**src/hw/rtl/sss_pkg.sv**
```systemverilog
// Package for the split segment stitcher: chunk item and push types, mode codes.
// No dependencies; imported by sss_step, sss_out_queue and the top level.
package sss_pkg;

  localparam int unsigned DataW  = 64;
  localparam int unsigned KeepW  = DataW / 8;
  localparam int unsigned CountW = $clog2(KeepW);

  // One-hot stitching modes
  typedef enum logic [3:0] {
    MODE_IDLE = 4'b0001,
    MODE_FWD1 = 4'b0010,
    MODE_FWD2 = 4'b0100,
    MODE_JOIN = 4'b1000
  } sss_mode_e;

  typedef struct packed {
    logic [DataW-1:0] data;
    logic [KeepW-1:0] keep;
    logic             last;
  } sss_item_t;

  // Results of one input transfer: push1 is only set together with push0
  typedef struct packed {
    logic      push0;
    logic      push1;
    sss_item_t item0;
    sss_item_t item1;
  } sss_push_t;

endpackage

```
**src/hw/rtl/sss_step.sv**
```systemverilog
// Stitching state and per-chunk logic: pass-through, first-piece end and join.
// Depends on sss_pkg; produces up to two result chunks per input transfer.
module sss_step
  import sss_pkg::*;
(
  input  logic             clk_i,
  input  logic             rst_ni,
  input  logic             in_fire_i,
  input  logic [DataW-1:0] in_data_i,
  input  logic [KeepW-1:0] in_keep_i,
  input  logic             in_last_i,
  input  logic             split_flag_i,
  output sss_push_t        push_o
);

  sss_mode_e         mode_q, mode_d;
  logic              must_join_q, must_join_d;
  logic [DataW-1:0]  held_bytes_q, held_bytes_d;
  logic [KeepW-1:0]  held_valid_q, held_valid_d;
  logic [CountW-1:0] held_count_q, held_count_d;

  logic [CountW:0]   keep_ones;
  logic              eff_join;
  logic [5:0]        byte_sh;
  logic [5:0]        rem_sh;
  logic [KeepW-1:0]  bmask;
  logic [DataW-1:0]  dmask;
  logic [DataW-1:0]  join_data;
  logic [KeepW-1:0]  join_keep;
  logic [2:0]        fit_idx;
  logic              fits;
  logic [DataW-1:0]  rem_bytes;
  logic [KeepW-1:0]  rem_valid;

  always_comb begin
    keep_ones = '0;
    for (int i = 0; i < KeepW; i++) begin
      keep_ones = keep_ones + (CountW+1)'(in_keep_i[i]);
    end
  end

  // Join datapath: held bytes low, new chunk shifted in behind them
  always_comb begin
    byte_sh   = {held_count_q, 3'b000};
    rem_sh    = 6'(7'd64 - {1'b0, byte_sh});
    bmask     = 8'((9'd1 << held_count_q) - 9'd1);
    for (int i = 0; i < KeepW; i++) begin
      dmask[8*i +: 8] = {8{bmask[i]}};
    end
    join_data = (held_bytes_q & dmask) | (in_data_i << byte_sh);
    join_keep = (held_valid_q & bmask) | (in_keep_i << held_count_q);
    fit_idx   = 3'(4'd8 - {1'b0, held_count_q});
    fits      = !in_keep_i[fit_idx];
    rem_bytes = in_data_i >> rem_sh;
    rem_valid = (in_keep_i >> fit_idx) & bmask;
  end

  always_comb begin
    mode_d       = mode_q;
    must_join_d  = must_join_q;
    held_bytes_d = held_bytes_q;
    held_valid_d = held_valid_q;
    held_count_d = held_count_q;
    eff_join     = must_join_q;
    push_o       = '0;
    push_o.item0 = '{data: in_data_i, keep: in_keep_i, last: 1'b0};
    push_o.item1 = '{data: rem_bytes, keep: rem_valid, last: 1'b1};

    unique case (mode_q) inside
      MODE_IDLE, MODE_FWD1: begin
        if (mode_q == MODE_IDLE) begin
          must_join_d = split_flag_i;
          eff_join    = split_flag_i;
        end
        if (!in_last_i) begin
          push_o.push0 = 1'b1;
          mode_d       = MODE_FWD1;
        end else if (!eff_join) begin
          push_o.push0      = 1'b1;
          push_o.item0.last = 1'b1;
          mode_d            = MODE_IDLE;
        end else if (keep_ones == '0 || keep_ones == (CountW+1)'(KeepW)) begin
          // aligned or empty end of first piece: forward, second piece passes
          push_o.push0 = 1'b1;
          mode_d       = MODE_FWD2;
        end else begin
          held_bytes_d = in_data_i;
          held_valid_d = in_keep_i;
          held_count_d = CountW'(keep_ones);
          mode_d       = MODE_JOIN;
        end
      end
      MODE_FWD2: begin
        push_o.push0      = 1'b1;
        push_o.item0.last = in_last_i;
        if (in_last_i) begin
          mode_d = MODE_IDLE;
        end
      end
      MODE_JOIN: begin
        push_o.push0      = 1'b1;
        push_o.item0.data = join_data;
        push_o.item0.keep = join_keep;
        held_bytes_d      = rem_bytes;
        held_valid_d      = rem_valid;
        if (fits) begin
          push_o.item0.last = 1'b1;
          mode_d            = MODE_IDLE;
        end else if (in_last_i) begin
          // bytes left over: residue chunk follows with last
          push_o.push1 = 1'b1;
          mode_d       = MODE_IDLE;
        end
      end
      default: begin
        mode_d = MODE_IDLE;
      end
    endcase

    if (!in_fire_i) begin
      push_o.push0 = 1'b0;
      push_o.push1 = 1'b0;
    end
  end

  always_ff @(posedge clk_i or negedge rst_ni) begin
    if (!rst_ni) begin
      mode_q      <= MODE_IDLE;
      must_join_q <= 1'b0;
    end else if (in_fire_i) begin
      mode_q      <= mode_d;
      must_join_q <= must_join_d;
    end
  end

  always_ff @(posedge clk_i) begin
    if (in_fire_i) begin
      held_bytes_q <= held_bytes_d;
      held_valid_q <= held_valid_d;
      held_count_q <= held_count_d;
    end
  end

endmodule

```
**src/hw/rtl/sss_out_queue.sv**
```systemverilog
// Three-entry result queue taking up to two chunks per cycle, one out per cycle while out_ready_i is high.
// Depends on sss_pkg; ready is decoded from the registered count only, so the two stream sides stay decoupled.
module sss_out_queue
  import sss_pkg::*;
(
  input  logic      clk_i,
  input  logic      rst_ni,
  input  sss_push_t push_i,
  output logic      room_o,
  output logic      out_valid_o,
  input  logic      out_ready_i,
  output sss_item_t out_item_o
);

  sss_item_t  slot_q [3];
  logic [1:0] wr_ptr_q, wr_ptr_d;
  logic [1:0] rd_ptr_q, rd_ptr_d;
  logic [1:0] count_q, count_d;
  logic [1:0] wr_next;
  logic       pop;

  function automatic logic [1:0] ptr_inc(input logic [1:0] p);
    return (p == 2'd2) ? 2'd0 : p + 2'd1;
  endfunction

  assign pop         = (count_q != 2'd0) && out_ready_i;
  assign out_valid_o = (count_q != 2'd0);
  assign out_item_o  = slot_q[rd_ptr_q];
  // Room for two chunks whatever the next transfer brings
  assign room_o      = (count_q <= 2'd1);
  assign wr_next     = ptr_inc(wr_ptr_q);

  always_comb begin
    wr_ptr_d = wr_ptr_q;
    if (push_i.push1) begin
      wr_ptr_d = ptr_inc(wr_next);
    end else if (push_i.push0) begin
      wr_ptr_d = wr_next;
    end
    rd_ptr_d = pop ? ptr_inc(rd_ptr_q) : rd_ptr_q;
    count_d  = count_q + 2'(push_i.push0) + 2'(push_i.push1) - 2'(pop);
  end

  always_ff @(posedge clk_i or negedge rst_ni) begin
    if (!rst_ni) begin
      wr_ptr_q <= '0;
      rd_ptr_q <= '0;
      count_q  <= '0;
    end else begin
      wr_ptr_q <= wr_ptr_d;
      rd_ptr_q <= rd_ptr_d;
      count_q  <= count_d;
    end
  end

  always_ff @(posedge clk_i) begin
    if (push_i.push0) begin
      slot_q[wr_ptr_q] <= push_i.item0;
    end
    if (push_i.push1) begin
      slot_q[wr_next] <= push_i.item1;
    end
  end

endmodule

```
**src/hw/rtl/split_segment_stitcher_core.sv**
```systemverilog
// Split segment stitcher top level: joins the two pieces of a wrapped segment.
// Depends on sss_pkg, sss_step and sss_out_queue.
//
//  channel   dir  tdata (low bit up)            tlast      tuser
//  s_axis    in   in_data[63:0], in_keep[71:64] in_last    split_flag
//  m_axis    out  out_data[63:0], out_keep[71:64] out_last -
//
// One input chunk is taken per cycle while the queue has room; its results land
// in the output queue at the next edge. A chunk that ends a joined segment with
// leftover bytes yields two output chunks, written together, the residue last.
// s_axis_tready_o is high while the three-entry output queue holds at most one
// chunk, so input keeps flowing while one result waits. Reset clears mode, split
// flag and queue pointers; held bytes are written before use.
module split_segment_stitcher_core
  import sss_pkg::*;
(
  input  logic                 clk_i,
  input  logic                 rst_ni,
  input  logic                 s_axis_tvalid_i,
  output logic                 s_axis_tready_o,
  input  logic [DataW+KeepW-1:0] s_axis_tdata_i,  // in_data, in_keep
  input  logic                 s_axis_tlast_i,   // in_last
  input  logic                 s_axis_tuser_i,   // split_flag
  output logic                 m_axis_tvalid_o,
  input  logic                 m_axis_tready_i,
  output logic [DataW+KeepW-1:0] m_axis_tdata_o,  // out_data, out_keep
  output logic                 m_axis_tlast_o    // out_last
);

  logic      in_fire;
  logic      room;
  sss_push_t push;
  sss_item_t out_item;

  assign s_axis_tready_o = room;
  assign in_fire         = s_axis_tvalid_i && room;

  sss_step u_step (
    .clk_i       (clk_i),
    .rst_ni      (rst_ni),
    .in_fire_i   (in_fire),
    .in_data_i   (s_axis_tdata_i[DataW-1:0]),
    .in_keep_i   (s_axis_tdata_i[DataW+KeepW-1:DataW]),
    .in_last_i   (s_axis_tlast_i),
    .split_flag_i(s_axis_tuser_i),
    .push_o      (push)
  );

  sss_out_queue u_out_queue (
    .clk_i      (clk_i),
    .rst_ni     (rst_ni),
    .push_i     (push),
    .room_o     (room),
    .out_valid_o(m_axis_tvalid_o),
    .out_ready_i(m_axis_tready_i),
    .out_item_o (out_item)
  );

  assign m_axis_tdata_o = {out_item.keep, out_item.data};
  assign m_axis_tlast_o = out_item.last;

endmodule

```
**config.mk**
```make
export PLATFORM = sky130hd
export DESIGN_NAME = split_segment_stitcher_core
export DESIGN_NICKNAME = d
export VERILOG_FILES = /design/src/hw/rtl/sss_pkg.sv /design/src/hw/rtl/sss_step.sv /design/src/hw/rtl/sss_out_queue.sv /design/src/hw/rtl/split_segment_stitcher_core.sv
export SDC_FILE = /design/constraint.sdc
export NUM_CORES = 1
export LEC_CHECK = 0
export ABC_AREA = 1
export BUFFER_PORTS_ARGS = -buffer_cell sky130_fd_sc_hd__buf_2
export CORE_AREA = 4 4 256 233
export CTS_BUF_LIST = sky130_fd_sc_hd__clkbuf_16
export DETAILED_ROUTE_END_ITERATION = 10
export DIE_AREA = 0 0 260 237
export GPL_TIMING_DRIVEN = 0
export PLACE_DENSITY = 0.58
export SYNTH_ARGS = -nofsm -noshare
export SYNTH_HDL_FRONTEND = slang
export SYNTH_SLANG_ARGS = --single-unit
```
**constraint.sdc**
```tcl
create_clock -name clk_i -period 16.61 [get_ports clk_i]
set_input_delay 1.661 -clock clk_i [delete_from_list [all_inputs] [get_ports clk_i]]
set_output_delay 1.661 -clock clk_i [all_outputs]
set_load 0.02 [all_outputs]
```
== After elaboration in Yosys (flattened, before gate mapping) ==
Memory sizes are Yosys's and may differ from the RTL's.
Index checks and enable logic that the tools add are counted.

* Multiplexer cells: 39
* $add $sub $neg: 16
* Bitwise operators: 6
* Reduce and logical (&&, ||, !) cells: 12
* Equality and inequality tests: 11
* Shifts and indexed selects: 5
* Order comparisons: 2

{| class="wikitable"
|+ Operator list
! kind !! count
|-
| two-way mux 64 bit || 3
|-
| one-hot mux 64 bit (2 select lines) || 1
|-
| two-way mux 73 bit || 1
|-
| AND 64 bit || 1
|-
| bitwise OR 64 bit || 1
|-
| << shifter 64 x 6 -> 64 bit || 1
|-
| right shift 64 x 6 -> 64 bit || 1
|-
| adder 4 x 1 -> 4 bit || 6
|-
| two-way mux 8 bit || 3
|-
| two-way mux 4 bit || 5
|-
| AND 8 bit || 2
|-
| one-hot mux 8 bit (2 select lines) || 1
|-
| two-way mux 1 bit || 15
|-
| two-way mux 2 bit || 6
|-
| one-hot mux 4 bit (3 select lines) || 1
|-
| AND reduction 5 bit || 2
|-
| equality test 4 bit, second input constant || 2
|-
| bitwise OR 8 bit || 1
|-
| << shifter 1 x 3 -> 8 bit, first input constant || 1
|-
| << shifter 8 x 3 -> 8 bit || 1
|-
| right shift 8 x 3 -> 8 bit || 1
|-
| subtractor 8 x 1 -> 8 bit, second input constant || 1
|-
| adder 2 x 1 -> 2 bit, second input constant || 3
|-
| equality test 2 bit, second input constant || 3
|-
| other kinds (22) || 28
|}

* Word-level logic and storage cells: 100
* Bits of input ports: 78
* Memories: 1
* Memory bits (writable): 219
* Output and inout bits: 75
* Register bits: 86

{| class="wikitable"
|+ Memory list
! memory !! depth !! bits a word !! rd ports !! clocked after memory_dff !! write ports !! RTL line !! source
|-
| u_out_queue.slot_q || 3 || 73 || 1 || 0 || 2 || sss_out_queue.sv:15 || <nowiki>sss_item_t slot_q [3];</nowiki>
|}

== Depth between registers and ports, before layout ==
* Depth in word-level cells: 17
* Mapped depth: 19
* Mapped depth without buffers: 18

== Cells and area by module ==
From an unflattened synthesis, not the netlist that was laid out.

* Cells, all modules: 2,643
* Area, all modules: 19,506.2 sq um

{| class="wikitable"
|+ Modules (own cells, without submodules)
! module !! times used !! area an instance (sq um) !! cells each
|-
| sss_out_queue || 1 || 10,706.5 || 1,147
|-
| sss_step || 1 || 8,792.2 || 1,494
|-
| split_segment_stitcher_core || 1 || 7.5 || 2
|}

== Worst setup path before layout ==
No wires, ideal clock.

* Path kind: in2reg
* Start point: input port s_axis_tdata_i[64]
* End point: register u_step.held_bytes_q[0], enable pin
* Arrival: 10,897 ps
* Setup slack: 5,033 ps
* Cell stages on the path: 11
* Setup time: 680 ps
* Cell sequence: ha_1 > inv_1 > fa_1 > fa_1 > inv_1 > fa_1 > fa_1 > nor2_1 > nand3_1 > a21oi_1 > nor4_1

* Word-level cells in the longest chain between the ends: 11
* Elaborated cells on any way between the ends: 12
* Classes of those cells: 7 x add/sub; 2 x eq/ne; 3 x reduce/logical

{| class="wikitable"
|+ RTL lines
! what !! RTL line !! source
|-
| start, declared || split_segment_stitcher_core.sv:21 || <nowiki>input logic [DataW+KeepW-1:0] s_axis_tdata_i,</nowiki>
|-
| adder 1 x 1 -> 2 bit (*) || sss_step.sv:38 || <nowiki>keep_ones = keep_ones + (CountW+1)'(in_keep_i[i]);</nowiki>
|-
| adder 4 x 1 -> 4 bit (*) (6 in series) || sss_step.sv:38 ||
|-
| net u_step.keep_ones[1] || sss_step.sv:22 || <nowiki>logic [CountW:0] keep_ones;</nowiki>
|-
| equality test 4 bit / zero test 4 bit (equally long branches) || sss_step.sv:82 || <nowiki>end else if (keep_ones == '0 || keep_ones == (CountW+1)'(KeepW)) begin</nowiki>
|-
| logical OR 1 bit (*) || sss_step.sv:82 ||
|-
| inequality test 2 bit (no source line) (*) || - ||
|-
| AND reduction 5 bit (no source line) (*) || - ||
|-
| end signal, assigned || sss_step.sv:138 || <nowiki>held_bytes_q <= held_bytes_d;</nowiki>
|-
| end, declared || sss_step.sv:18 || <nowiki>logic [DataW-1:0] held_bytes_q, held_bytes_d;</nowiki>
|}

Mark *: on every way through the listed nets, which the timed path passes. The rest lies on a longest branch.
A chain may end at the register's enable or synchronous reset.

== Worst setup path after layout ==
* Start point: input port s_axis_tdata_i[65]
* End point: register u_step.held_bytes_q[26], enable pin

The elaborated chain is that of the path after synthesis.

==> out/results.tsv <==
metric	value	unit
status	complete, but fails checks	
failing checks	capacitance limit, slew limit	
maxcap violations	1	
final setup vio count	0	
diodes inserted	0	
placeable core area	56800	um^2
RSZ-0062 raised after global routing	false	
Synth cell types	52	
endpoint type of the worst setup path	flop	
H-tree levels	2	
vias per inst	5.88	
async set or reset register ratio after synthesis	0.0361	
top area cells in the synthesized netlist	edfxtp_1 (44%), nand2_1 (20%), nand3_1 (6.6%), o21ai_0 (6.4%), o211ai_1 (3.8%)	
Overall Power	0.00328	W
share of cells above drive strength 1	0.121	
die area	61600	um^2
Clock Sink Count	305	
hold buffers post-CTS	0	
critical path's top delay family	adder cells	
commonest non-fill, non-tap cells in the layout	nand2_1 (1050), edfxtp_1 (291), nand3_1 (260), o21ai_0 (253), inv_1 (196)	
CTS tree	done	
# fillers	6008	
footprint of the multi-input gates	9100	um^2
clk slew on worst S/H paths	0.06	ns
initial antenna violation count	9	
pwr dens	144	nW/um^2
worst setup path end	u_step.held_bytes_q[26]	
clk_lat worst skew	0.58	ns
Num CTS Buffers	36	
Crit Path Class	in2reg	
Top FF cell, synth	edfxtp_1	
Final TNS setup	0	ns
Reg area	9070	um^2
worst r2r src	u_step.held_count_q[1]	
Slew Limit Fails	5	
Mapped Area	19800	um^2
skew final	0.0317	ns
Non-Filler Instances	3619	
Max VDD drop	0.101	mV
most common cell after layout, fill and taps aside	nand2_1	
gr usage total	0.365	
clk buf depth	3	
grt total ovfl	0	
startpoint types	input pin	
CP bufs+invs	9	
Critical Path Source	s_axis_tdata_i[65]	
Routed wire per std cell	32.0	um
Final HPWL DP	89200	um
number of global-route vias before repair	19722	
Fmax achieved	173	MHz
Yosys top cell by area	edfxtp_1	
Starting Density	0.349	
DR vias	21295	
top-area cell type share of the netlist area	0.441	
slew at the pin closest to its max-slew limit	1.62	ns
Nets	2922	
Critical Path RT	16.88	ns
first-pass GRT wire length	156000	um
Crit path depth	18	
Syn Area/Cell	7.54	um^2
Layout Area Growth over Synthesis	15.4	%
site row count	83	
pin count of the biggest net entering global routing	55	
register area share after synthesis	0.458	
worst r2r dst	u_out_queue.slot_q[0][7]	
cells after synthesis	2625	
Yosys reg bits	305	
synth warn	0	
Mapped Nets	2718	
dpl cells	3556	
Leakage	9.85	nW
largest fanout on the critical path	8	
critical path's most frequent cell	buf_4	
port bufs	152	
DRT Wirelength	116000	um
Final min period	5.79	ns
Worst slew margin	-0.0891	
Final Hold Vio Count	0	
# IOs	153	
Final GP Congestion	1.01	
Die Y	237	um
period utilisation layout	0.348	
die width	260	um
1st-iter DRT viols	2888	
# resized after CTS	0	
R2R depth	13	
Crit-path slowest cell	fa_1	
Largest stage delay, worst path	0.57	ns
Critical Path AT	6.05	ns
clk root buf	clkbuf_16	
Post-synth EDFFs	291	
HP Class	reg2reg	
R2R Setup Slk	10.87	ns
DRT Pass-1 Iters	6	
Critical Path, Cell by Cell	buf_2, ha_1, inv_1, fa_1, fa_1, inv_1, fa_1, fa_1, nor2_1, nand3_1, a21oi_1, nor4_2, buf_4, buf_4, buf_4, buf_4, buf_4, buf_4	
setup bufs post-CTS	0	
WHS	0.464	ns
Routed Antenna Nets	0	
post-route DRC violation count	0	
cell usage after synthesis, types with 2 or more instances:
library cell and instances:
o211ai_1 101, xor2_1 2, clkbuf_1 86, and2_1 4
nor2_1 87, nor2_4 2, or2_2 10, mux2i_1 2
ha_1 10, nand2_2 5, nand3_2 7, nand2_4 2
a21oi_1 24, fa_1 5, o21a_1 22, a21boi_0 2
inv_4 2, buf_4 23, nand3_4 4, dfxtp_1 3
inv_2 10, inv_1 187, o21ai_0 253, nand2_1 1053
o21bai_1 8, buf_1 16, buf_6 12, edfxtp_1 291
nand3_1 260, o22ai_1 39, a31oi_1 7, dfrtp_1 10
buf_2 37, o21ai_1 9, o31ai_1 3, nand4_1 10
clkinv_1 2
layout make-up:
| type | instances | share of cell area |
|---|---|---|
| repair buffers | 166 | 0.0407 |
| clock inverters | 25 | 0.00794 |
| plain buffers | 174 | 0.0385 |
| flip-flops and latches | 305 | 0.397 |
| inverters | 203 | 0.0338 |
| well taps | 765 | 0.0419 |
| clock buffers | 38 | 0.0416 |
| multi-input cells | 1943 | 0.398 |
cells by family after synthesis:
group / Yosys count / share of synthesized area
and+or+nand+nor: 1449 / 0.302
AOI/OAI and AO/OA: 473 / 0.141
buffers and inverters: 377 / 0.0833
DFF: 305 / 0.458
adders and majority gates: 15 / 0.0114
xor gates and xnor gates: 4 / 0.00272
muxes: 2 / 0.00101
sequential cells by signal, summed over array words and instances (netlist names):
signal and count:
u_step.mode_q 4, u_step.must_join_q 1, u_out_queue.wr_ptr_q 2, u_out_queue.slot_q 219, u_out_queue.rd_ptr_q 2, u_out_queue.count_q 2, u_step.held_valid_q 8, u_step.held_count_q 3
u_step.held_bytes_q 64
stage by stage:
stage                     area [um^2]  worst slack [ns]   util
after CTS                       22800             10.89  0.402
final                           22900             10.82  0.402
after global routing            22900             10.70  0.402
after detailed placement        21700             10.29  0.382
after floorplan                 19800              5.03      -
after global placement          21500            -0.526  0.379
metal layers:
metal / routed length, um / GRT usage / vias to the layer above
li1: - / - / 9245
met1: 48500 / 0.522 / 10441
met2: 48700 / 0.535 / 1427
met3: 13100 / 0.0822 / 180
met4: 5340 / 0.147 / 2
met5: 13 / 0 / -
where the power goes:
group | switching (W) | internal, W | total [W] | leakage (nW)
combinational | 0.00111 | 0.000344 | 0.00145 | 6.36
clock | 0.000345 | 0.000445 | 0.000790 | 0.582
sequential | 0.0000381 | 0.00100 | 0.00104 | 2.91
worst min path at each step:
stage                        startpoint                       end  cells past startpoint
4_1_cts          u_out_queue.count_q[1]    u_out_queue.count_q[1]                      1
5_1_grt          u_out_queue.count_q[1]    u_out_queue.count_q[1]                      1
2_1_floorplan    u_out_queue.count_q[1]    u_out_queue.count_q[1]                      1
3_3_place_gp     u_out_queue.count_q[1]    u_out_queue.count_q[1]                      1
6_report         u_out_queue.count_q[1]    u_out_queue.count_q[1]                      1
3_5_place_dp   u_out_queue.slot_q[0][0]  u_out_queue.slot_q[0][0]                      2
Power figures use the tool's default switching activity.
